==> config.mk <==
export PLATFORM = sky130hd
export DESIGN_NAME = radius_neighbor_search
export DESIGN_NICKNAME = d
export VERILOG_FILES = /design/src/hdl/rns_pkg.sv /design/src/hdl/radius_neighbor_search.sv /design/src/hdl/rns_front.sv /design/src/hdl/rns_queue.sv /design/src/hdl/rns_back.sv
export SDC_FILE = /design/constraint.sdc
export NUM_CORES = 2
export LEC_CHECK = 0
export BUFFER_PORTS_ARGS = -buffer_cell sky130_fd_sc_hd__buf_2
export CAP_MARGIN = 20
export CORE_MARGIN = 2
export CORE_UTILIZATION = 45
export DETAILED_ROUTE_END_ITERATION = 10
export GPL_TIMING_DRIVEN = 0
export PLACE_DENSITY = 0.62
export SLEW_MARGIN = 20
export SYNTH_ARGS = -nofsm -noshare
export SYNTH_HDL_FRONTEND = slang
export SYNTH_HIERARCHICAL = 1
export SYNTH_SLANG_ARGS = --single-unit
==> constraint.sdc <==
create_clock -name aclk -period 14 [get_ports aclk]
set_clock_uncertainty 0.1 [all_clocks]
set_input_delay 2.8 -clock aclk [delete_from_list [all_inputs] [get_ports aclk]]
set_output_delay 2.8 -clock aclk [all_outputs]
set_load 0.05 [all_outputs]
==> src/hdl/rns_pkg.sv <==
// ----------------------------------------------------------------------------
// rns_pkg
// Shared types and constants for the fixed-radius neighbor search block.
// ----------------------------------------------------------------------------
package rns_pkg;

    // Field widths
    localparam int COORD_W    = 16;
    localparam int PIDX_W     = 16;
    localparam int SQ_W       = 32;
    localparam int DIST_W     = 34;
    localparam int CNT_W      = 17;

    // Point index limit; the index counter can hold the limit itself
    localparam int MAX_POINTS = 65536;
    localparam int IDX_W      = $clog2(MAX_POINTS + 1);

    // Configuration port
    localparam int CFG_ADDR_W = 3;
    localparam int CFG_DATA_W = 17;

    localparam logic [CFG_ADDR_W-1:0] CFG_QUERY_X  = CFG_ADDR_W'(0);
    localparam logic [CFG_ADDR_W-1:0] CFG_QUERY_Y  = CFG_ADDR_W'(1);
    localparam logic [CFG_ADDR_W-1:0] CFG_QUERY_Z  = CFG_ADDR_W'(2);
    localparam logic [CFG_ADDR_W-1:0] CFG_RADIUS   = CFG_ADDR_W'(3);
    localparam logic [CFG_ADDR_W-1:0] CFG_MAX_HITS = CFG_ADDR_W'(4);

    localparam logic [CNT_W-1:0] MAX_HITS_RESET = CNT_W'(65536);

    // Stream widths
    localparam int S_TDATA_W  = 48;
    localparam int M_TDATA_W  = 72;
    localparam int M_PAD_W    = M_TDATA_W - PIDX_W - DIST_W - CNT_W;

    // Result queue between front and back
    localparam int QUEUE_DEPTH = 4;
    localparam int QPTR_W      = $clog2(QUEUE_DEPTH);

    // One result item
    typedef struct packed {
        logic               hit;
        logic [PIDX_W-1:0]  point_index;
        logic [DIST_W-1:0]  dist_sq;
        logic               done_res;
        logic [CNT_W-1:0]   found_count;
    } result_t;

endpackage

==> src/hdl/radius_neighbor_search.sv <==
// ----------------------------------------------------------------------------
// radius_neighbor_search
// Fixed-radius neighbor search over a streamed point cloud.
// ----------------------------------------------------------------------------
// Takes one point per clock and sustains that rate when the result side keeps
// up. A point passes the stage A, B and C registers to the decision stage and,
// if it is a hit or the last point, is pushed into a four-entry queue; the
// output register then takes its result from the queue. When the queue is
// full and the decision stage holds a result, the whole front pipeline stalls
// and tready drops. The only loop from one point to the next is the index and
// hit counter update in the decision stage. Hits are reported with tuser high;
// the point marked tlast closes the search with tlast high on its result and
// found_count set. Write the query, radius and max_hits registers only while
// no search is in flight; a radius write reaches the compare via radius_sq_reg.
// ----------------------------------------------------------------------------
module radius_neighbor_search import rns_pkg::*; (
    input  logic                  aclk,
    input  logic                  aresetn,
    // configuration write port
    input  logic                  cfg_wr_en,
    input  logic [CFG_ADDR_W-1:0] cfg_addr,
    input  logic [CFG_DATA_W-1:0] cfg_wr_data,
    // point stream
    input  logic                  s_axis_tvalid,
    output logic                  s_axis_tready,
    input  logic [S_TDATA_W-1:0]  s_axis_tdata,   // px[15:0], py[31:16], pz[47:32]
    input  logic                  s_axis_tlast,   // last
    // result stream
    output logic                  m_axis_tvalid,
    input  logic                  m_axis_tready,
    output logic [M_TDATA_W-1:0]  m_axis_tdata,   // point_index[15:0], dist_sq[49:16],
                                                  // found_count[66:50], zero pad
    output logic                  m_axis_tuser,   // hit
    output logic                  m_axis_tlast    // done_res
);

    logic    push, push_ready, q_valid, q_pop;
    result_t push_data, q_data;

    rns_front u_front (
        .aclk        (aclk),
        .aresetn     (aresetn),
        .cfg_wr_en   (cfg_wr_en),
        .cfg_addr    (cfg_addr),
        .cfg_wr_data (cfg_wr_data),
        .in_valid    (s_axis_tvalid),
        .in_ready    (s_axis_tready),
        .in_px       (s_axis_tdata[COORD_W-1:0]),
        .in_py       (s_axis_tdata[2*COORD_W-1:COORD_W]),
        .in_pz       (s_axis_tdata[3*COORD_W-1:2*COORD_W]),
        .in_last     (s_axis_tlast),
        .push        (push),
        .push_ready  (push_ready),
        .push_data   (push_data)
    );

    rns_queue u_queue (
        .aclk        (aclk),
        .aresetn     (aresetn),
        .push        (push),
        .push_ready  (push_ready),
        .push_data   (push_data),
        .pop         (q_pop),
        .pop_valid   (q_valid),
        .pop_data    (q_data)
    );

    rns_back u_back (
        .aclk          (aclk),
        .aresetn       (aresetn),
        .q_valid       (q_valid),
        .q_pop         (q_pop),
        .q_data        (q_data),
        .m_axis_tvalid (m_axis_tvalid),
        .m_axis_tready (m_axis_tready),
        .m_axis_tdata  (m_axis_tdata),
        .m_axis_tuser  (m_axis_tuser),
        .m_axis_tlast  (m_axis_tlast)
    );

endmodule

==> src/hdl/rns_front.sv <==
// ----------------------------------------------------------------------------
// rns_front
// Configuration registers, distance pipeline and hit classification.
// Four stages: abs difference, squares, sum and radius compare, decision.
// ----------------------------------------------------------------------------
module rns_front import rns_pkg::*; (
    input  logic                   aclk,
    input  logic                   aresetn,
    // configuration
    input  logic                   cfg_wr_en,
    input  logic [CFG_ADDR_W-1:0]  cfg_addr,
    input  logic [CFG_DATA_W-1:0]  cfg_wr_data,
    // point stream
    input  logic                   in_valid,
    output logic                   in_ready,
    input  logic [COORD_W-1:0]     in_px,
    input  logic [COORD_W-1:0]     in_py,
    input  logic [COORD_W-1:0]     in_pz,
    input  logic                   in_last,
    // result push into queue
    output logic                   push,
    input  logic                   push_ready,
    output result_t                push_data
);

    // configuration registers
    logic signed [COORD_W-1:0] query_x_reg, query_y_reg, query_z_reg;
    logic [COORD_W-1:0]        radius_reg;
    logic [SQ_W-1:0]           radius_sq_reg;
    logic [CNT_W-1:0]          max_hits_reg;

    // search counters
    logic [IDX_W-1:0] next_index_reg, next_index_next;
    logic [CNT_W-1:0] hit_count_reg,  hit_count_next;

    // stage A: absolute differences
    logic              va_reg, last_a_reg;
    logic [COORD_W-1:0] ax_reg, ay_reg, az_reg;
    // stage B: squares
    logic              vb_reg, last_b_reg;
    logic [SQ_W-1:0]   sx_reg, sy_reg, sz_reg;
    // stage C: sum and radius compare
    logic              vc_reg, last_c_reg, inside_c_reg;
    logic [DIST_W-1:0] d2_c_reg;

    logic               stage_en;
    logic [COORD_W-1:0] ax_next, ay_next, az_next;
    logic [DIST_W-1:0]  d2_next;
    logic               in_range, hit_d, emit_d;
    logic [CNT_W-1:0]   count_inc;

    // |p - q| as a 16-bit magnitude
    function automatic logic [COORD_W-1:0] abs_diff(
        input logic [COORD_W-1:0] p,
        input logic [COORD_W-1:0] q
    );
        logic [COORD_W:0] d;
        logic [COORD_W:0] m;
        d = {p[COORD_W-1], p} - {q[COORD_W-1], q};
        m = d[COORD_W] ? (~d + 1'b1) : d;
        return m[COORD_W-1:0];
    endfunction

    always_comb begin
        ax_next = abs_diff(in_px, query_x_reg);
        ay_next = abs_diff(in_py, query_y_reg);
        az_next = abs_diff(in_pz, query_z_reg);
        d2_next = DIST_W'(sx_reg) + DIST_W'(sy_reg) + DIST_W'(sz_reg);
    end

    // decision stage: index limit, hit limit, result emission
    always_comb begin
        in_range  = next_index_reg < IDX_W'(MAX_POINTS);
        hit_d     = vc_reg && in_range && inside_c_reg && (hit_count_reg < max_hits_reg);
        count_inc = hit_count_reg + CNT_W'(hit_d);
        emit_d    = vc_reg && (hit_d || last_c_reg);
        stage_en  = !emit_d || push_ready;
        push      = emit_d && push_ready;

        push_data.hit         = hit_d;
        push_data.point_index = hit_d ? next_index_reg[PIDX_W-1:0] : '0;
        push_data.dist_sq     = hit_d ? d2_c_reg : '0;
        push_data.done_res    = last_c_reg;
        push_data.found_count = last_c_reg ? count_inc : '0;

        next_index_next = next_index_reg;
        hit_count_next  = hit_count_reg;
        if (vc_reg && stage_en) begin
            if (last_c_reg) begin
                next_index_next = '0;
                hit_count_next  = '0;
            end else begin
                next_index_next = next_index_reg + IDX_W'(in_range);
                hit_count_next  = count_inc;
            end
        end
    end

    assign in_ready = stage_en;

    // control state, configuration and counters
    always_ff @(posedge aclk) begin
        if (!aresetn) begin
            query_x_reg    <= '0;
            query_y_reg    <= '0;
            query_z_reg    <= '0;
            radius_reg     <= '0;
            radius_sq_reg  <= '0;
            max_hits_reg   <= MAX_HITS_RESET;
            next_index_reg <= '0;
            hit_count_reg  <= '0;
            va_reg         <= 1'b0;
            vb_reg         <= 1'b0;
            vc_reg         <= 1'b0;
        end else begin
            if (cfg_wr_en) begin
                unique case (cfg_addr)
                    CFG_QUERY_X:  query_x_reg  <= cfg_wr_data[COORD_W-1:0];
                    CFG_QUERY_Y:  query_y_reg  <= cfg_wr_data[COORD_W-1:0];
                    CFG_QUERY_Z:  query_z_reg  <= cfg_wr_data[COORD_W-1:0];
                    CFG_RADIUS:   radius_reg   <= cfg_wr_data[COORD_W-1:0];
                    CFG_MAX_HITS: max_hits_reg <= cfg_wr_data[CNT_W-1:0];
                    default: ;
                endcase
            end
            radius_sq_reg  <= radius_reg * radius_reg;
            next_index_reg <= next_index_next;
            hit_count_reg  <= hit_count_next;
            if (stage_en) begin
                va_reg <= in_valid;
                vb_reg <= va_reg;
                vc_reg <= vb_reg;
            end
        end
    end

    // datapath stages
    always_ff @(posedge aclk) begin
        if (stage_en) begin
            ax_reg       <= ax_next;
            ay_reg       <= ay_next;
            az_reg       <= az_next;
            last_a_reg   <= in_last;
            sx_reg       <= ax_reg * ax_reg;
            sy_reg       <= ay_reg * ay_reg;
            sz_reg       <= az_reg * az_reg;
            last_b_reg   <= last_a_reg;
            d2_c_reg     <= d2_next;
            inside_c_reg <= d2_next <= DIST_W'(radius_sq_reg);
            last_c_reg   <= last_b_reg;
        end
    end

endmodule

==> src/hdl/rns_queue.sv <==
// ----------------------------------------------------------------------------
// rns_queue
// Small result queue that decouples classification from delivery.
// ----------------------------------------------------------------------------
module rns_queue import rns_pkg::*; (
    input  logic    aclk,
    input  logic    aresetn,
    input  logic    push,
    output logic    push_ready,
    input  result_t push_data,
    input  logic    pop,
    output logic    pop_valid,
    output result_t pop_data
);

    localparam logic [QPTR_W:0] QUEUE_FULL = (QPTR_W + 1)'(QUEUE_DEPTH);

    result_t           entry_reg [QUEUE_DEPTH];
    logic [QPTR_W-1:0] wr_ptr_reg, rd_ptr_reg;
    logic [QPTR_W:0]   count_reg;

    assign push_ready = count_reg != QUEUE_FULL;
    assign pop_valid  = count_reg != '0;
    assign pop_data   = entry_reg[rd_ptr_reg];

    // storage
    always_ff @(posedge aclk) begin
        if (push) begin
            entry_reg[wr_ptr_reg] <= push_data;
        end
    end

    // pointers and fill level
    always_ff @(posedge aclk) begin
        if (!aresetn) begin
            wr_ptr_reg <= '0;
            rd_ptr_reg <= '0;
            count_reg  <= '0;
        end else begin
            if (push) begin
                wr_ptr_reg <= wr_ptr_reg + 1'b1;
            end
            if (pop) begin
                rd_ptr_reg <= rd_ptr_reg + 1'b1;
            end
            count_reg <= count_reg + (QPTR_W + 1)'(push) - (QPTR_W + 1)'(pop);
        end
    end

endmodule

==> src/hdl/rns_back.sv <==
// ----------------------------------------------------------------------------
// rns_back
// Output register: takes results from the queue and presents them on the
// master stream.
// ----------------------------------------------------------------------------
module rns_back import rns_pkg::*; (
    input  logic                 aclk,
    input  logic                 aresetn,
    input  logic                 q_valid,
    output logic                 q_pop,
    input  result_t              q_data,
    output logic                 m_axis_tvalid,
    input  logic                 m_axis_tready,
    output logic [M_TDATA_W-1:0] m_axis_tdata,
    output logic                 m_axis_tuser,
    output logic                 m_axis_tlast
);

    logic    out_valid_reg;
    result_t out_reg;

    assign q_pop = q_valid && (!out_valid_reg || m_axis_tready);

    always_ff @(posedge aclk) begin
        if (!aresetn) begin
            out_valid_reg <= 1'b0;
        end else if (!out_valid_reg || m_axis_tready) begin
            out_valid_reg <= q_valid;
        end
    end

    always_ff @(posedge aclk) begin
        if (q_pop) begin
            out_reg <= q_data;
        end
    end

    // tdata: point_index, dist_sq, found_count, zero pad
    assign m_axis_tvalid = out_valid_reg;
    assign m_axis_tdata  = {{M_PAD_W{1'b0}}, out_reg.found_count, out_reg.dist_sq,
                            out_reg.point_index};
    assign m_axis_tuser  = out_reg.hit;
    assign m_axis_tlast  = out_reg.done_res;

endmodule
==> results by group <==
Worst setup path
  – Crit path max-delay family: adder cells
  – Worst-path fanout max: 10
  – Crit path from: u_front/ay_reg[8]
  – Crit. End Element: flop
  – Critical path depth: 26
  – Largest stage delay, worst path: 0.68 ns
  – Most used cell, CP: inv_1
  – Reg-to-Reg End: u_front/sy_reg[26]
  – Critical Path RT: 14.30 ns
  – R2r startpoint: u_front/ay_reg[8]
  – Reg2Reg Setup Slack: 5.83 ns
  – Slowest cell on crit path: o41ai_1
  – CP startpoint kind: flop
  – CP Class: flop to flop
  – CP Capture Point: u_front/sy_reg[26]
  – Reg2reg path depth: 26
  – Crit path buf inv count: 9
  – Crit path arrival time: 8.47 ns

Placement
  – Placer Congestion: 0.9132
  – Port bufs: 144
  – DPL Wire Length: 116.6 mm

Die
  – Initial core utilization: 0.4522
  – Total core area: 131100 um^2
  – Total Die Area: 134700 um^2
  – Die Width: 367.0 um
  – I/O pin total: 150
  – Die height: 367.0 um
  – # rows: 133

CTS
  – Postcts setup bufs: 0
  – TritonCTS clock tree: yes
  – Clk root buf: clkbuf_16
  – Clk_lat worst skew: 0.67 ns
  – Clock sink count: 683
  – H-tree depth: 3
  – Hold buffer count at CTS: 0
  – Clk pin slew, worst setup/hold paths: 0.06 ns
  – CTS Buffer Depth: 3
  – CTS buffer count: 74
  – Post-cts resize count: 0

Final layout
  – FILL cells: 11970
  – Share of cells above drive strength 1: 0.07079
  – Nets: 7089
  – Max FFs per register: 276
  – Area grow syn2layout: 9.466%

Global routing
  – Initial antenna violation count: 7
  – Total gr overflow: 0
  – First-pass GRT wire length: 228.3 mm
  – Tot GR Track Use: 0.2181
  – Vias in the first global route: 40730
  – Largest net degree at the start of global routing: 97

Timing
  – Slew of the pin with the lowest slew margin: 0.8616 ns
  – Fin crit period: 8.167 ns
  – RSZ-0062 raised after global routing: false
  – Setup TNS: 0 ns
  – Period Utilization, post-route: 0.5834
  – Count of final setup violators: 0
  – Slew Viols, Final: 0
  – Fmax: 122.4 MHz
  – Fin. Hold Viols: 0
  – Worst slew margin relative to its limit: 0.4256

Logic synthesis
  – Largest cells by area after synthesis: edfxtp_1 (27%), fa_1 (23%), ha_1 (11%)
  – Yosys warning count: 6
  – Share of flip-flops with an asynchronous set or reset: 0
  – Count leader, synth: inv_1
  – Synth top area share: 0.2654
  – Synth cell count leaders: inv_1 (1155), fa_1 (684), nand2_1 (564)
  – Post-synth EDFFs: 524
  – FF+latch count, synth: 683
  – Mean Syn Cell Area: 10.67 um^2
  – Area leader, netlist: edfxtp_1
  – Count of cell types in the netlist: 82
  – Top FF cell, synth: edfxtp_1
  – Synth Instances: 5557
  – Post-Syn Area: 59290 um^2
  – Sequential area share after synthesis: 0.3191

Worst hold path
  – Min-Delay Path Class: flop to flop

Route
  – Routed Wire Length: 144.3 mm
  – Routed via count: 38950
  – Starting DRT DRC Count: 2427
  – Drt pass-1 iters: 7
  – Post-DR wirelength/cell: 18.97 um
  – Vias per cell: 5.122
  – Antenna Nets Post-Route: 0
  – Number of remaining DRC errors: 0

Outcome
  – Status: completed

Flow run
  – # Max-Cap Violations: 0
## cells by family after synthesis
family	count (synthesis)	share of synthesized area
flops	683	0.3191
simple gates	1311	0.1047
fa+ha+maj	1226	0.3453
compound gates	638	0.07278
buf+inv	1316	0.08504
mux	89	0.02973
other cells	3	0.0001899
xor+xnor	291	0.04322
## final cells by class
type / count / area [um^2] / share of cell area
inverters: 1155 / 4343 / 0.06691
multi-input cells: 3563 / 35370 / 0.5449
repair buffers: 151 / 898.4 / 0.01384
plain buffers: 161 / 706.9 / 0.01089
well taps: 1755 / 2196 / 0.03383
clock buffers: 99 / 2006 / 0.03090
diodes: 1 / 2.502 / 0.00003855
clock inverters: 36 / 466.7 / 0.007190
flip-flops and latches: 683 / 18920 / 0.2915
## cell usage in the layout (no fill, tap or decap), types with 7 or more instances in the layout
cell type,n
inv_1,1154
fa_1,684
nand2_1,564
ha_1,542
edfxtp_1,524
and2_1,236
nor2_1,224
xnor2_1,189
a21oi_1,170
dfxtp_1,159
clkbuf_1,157
buf_2,149
xor2_1,101
a21o_1,93
o21ai_0,89
a21boi_0,84
clkbuf_16,74
mux4_2,69
nand3_1,44
nor2b_1,43
nor3_1,40
nand2b_1,33
and3_1,32
nand4_1,28
o21a_1,25
o21bai_1,23
a31oi_1,20
or2_2,17
a211oi_1,16
o211ai_1,16
a31o_2,16
buf_4,13
or3_1,13
mux2i_1,13
clkinv_2,9
o31ai_1,9
conb_1,8
a311oi_1,7
mux2_2,7
## metrics by stage
stage | hold slack, ns | instance area, um^2 | setup slack (ns) | util | std cells
6_report | 0.3234 | 64910 | 5.833 | 0.4950 | 7604
4_1_cts | 0.3284 | 64900 | 5.743 | 0.4950 | 7603
3_5_place_dp | 0.3088 | 62430 | 5.757 | 0.4761 | 7468
5_1_grt | 0.3335 | 64900 | 5.298 | 0.4950 | 7603
3_3_place_gp | 0.3072 | 62230 | 3.082 | 0.4746 | 7461
2_1_floorplan | 0.3003 | 59310 | 5.591 | - | 5562
## layer usage
layer | vias up | part of all wire | GRT usage
met5 | - | 0.00027 | 0
met4 | 8 | 0.022 | 0.04910
met3 | 183 | 0.055 | 0.03081
met2 | 937 | 0.47 | 0.3608
met1 | 19460 | 0.45 | 0.3045
li1 | 18360 | - | -
## worst min path at each step
stage	from	end	slack, ns	cells past startpoint
floorplan	u_front/last_a_reg	u_front/last_b_reg	0.30	0
global placement	u_front/last_b_reg	u_front/last_c_reg	0.31	0
detailed placement	u_front/last_b_reg	u_front/last_c_reg	0.31	0
CTS	u_front/last_a_reg	u_front/last_b_reg	0.33	0
global route	u_front/last_a_reg	u_front/last_b_reg	0.33	0
finish	u_front/last_a_reg	u_front/last_b_reg	0.32	0
## worst reg2reg max path, stage by stage (launching register included)
cell and delay, ns:
edfxtp_1 0.46, clkbuf_1 0.55, inv_1 0.38, nor2_1 0.27
inv_1 0.08, fa_1 0.47, inv_1 0.05, fa_1 0.49
inv_1 0.05, fa_1 0.55, inv_1 0.05, fa_1 0.45
fa_1 0.49, inv_1 0.04, fa_1 0.47, inv_1 0.04
ha_1 0.27, clkbuf_1 0.28, nand3_1 0.16, a211oi_1 0.33
a211oi_1 0.13, and3_1 0.23, o41ai_1 0.68, a21oi_1 0.15
nor2b_1 0.24, nor2_1 0.08, xnor2_1 0.39
Power is not shown: default switching activity piles up to over one toggle a cycle in this logic, so the estimate is an artifact.
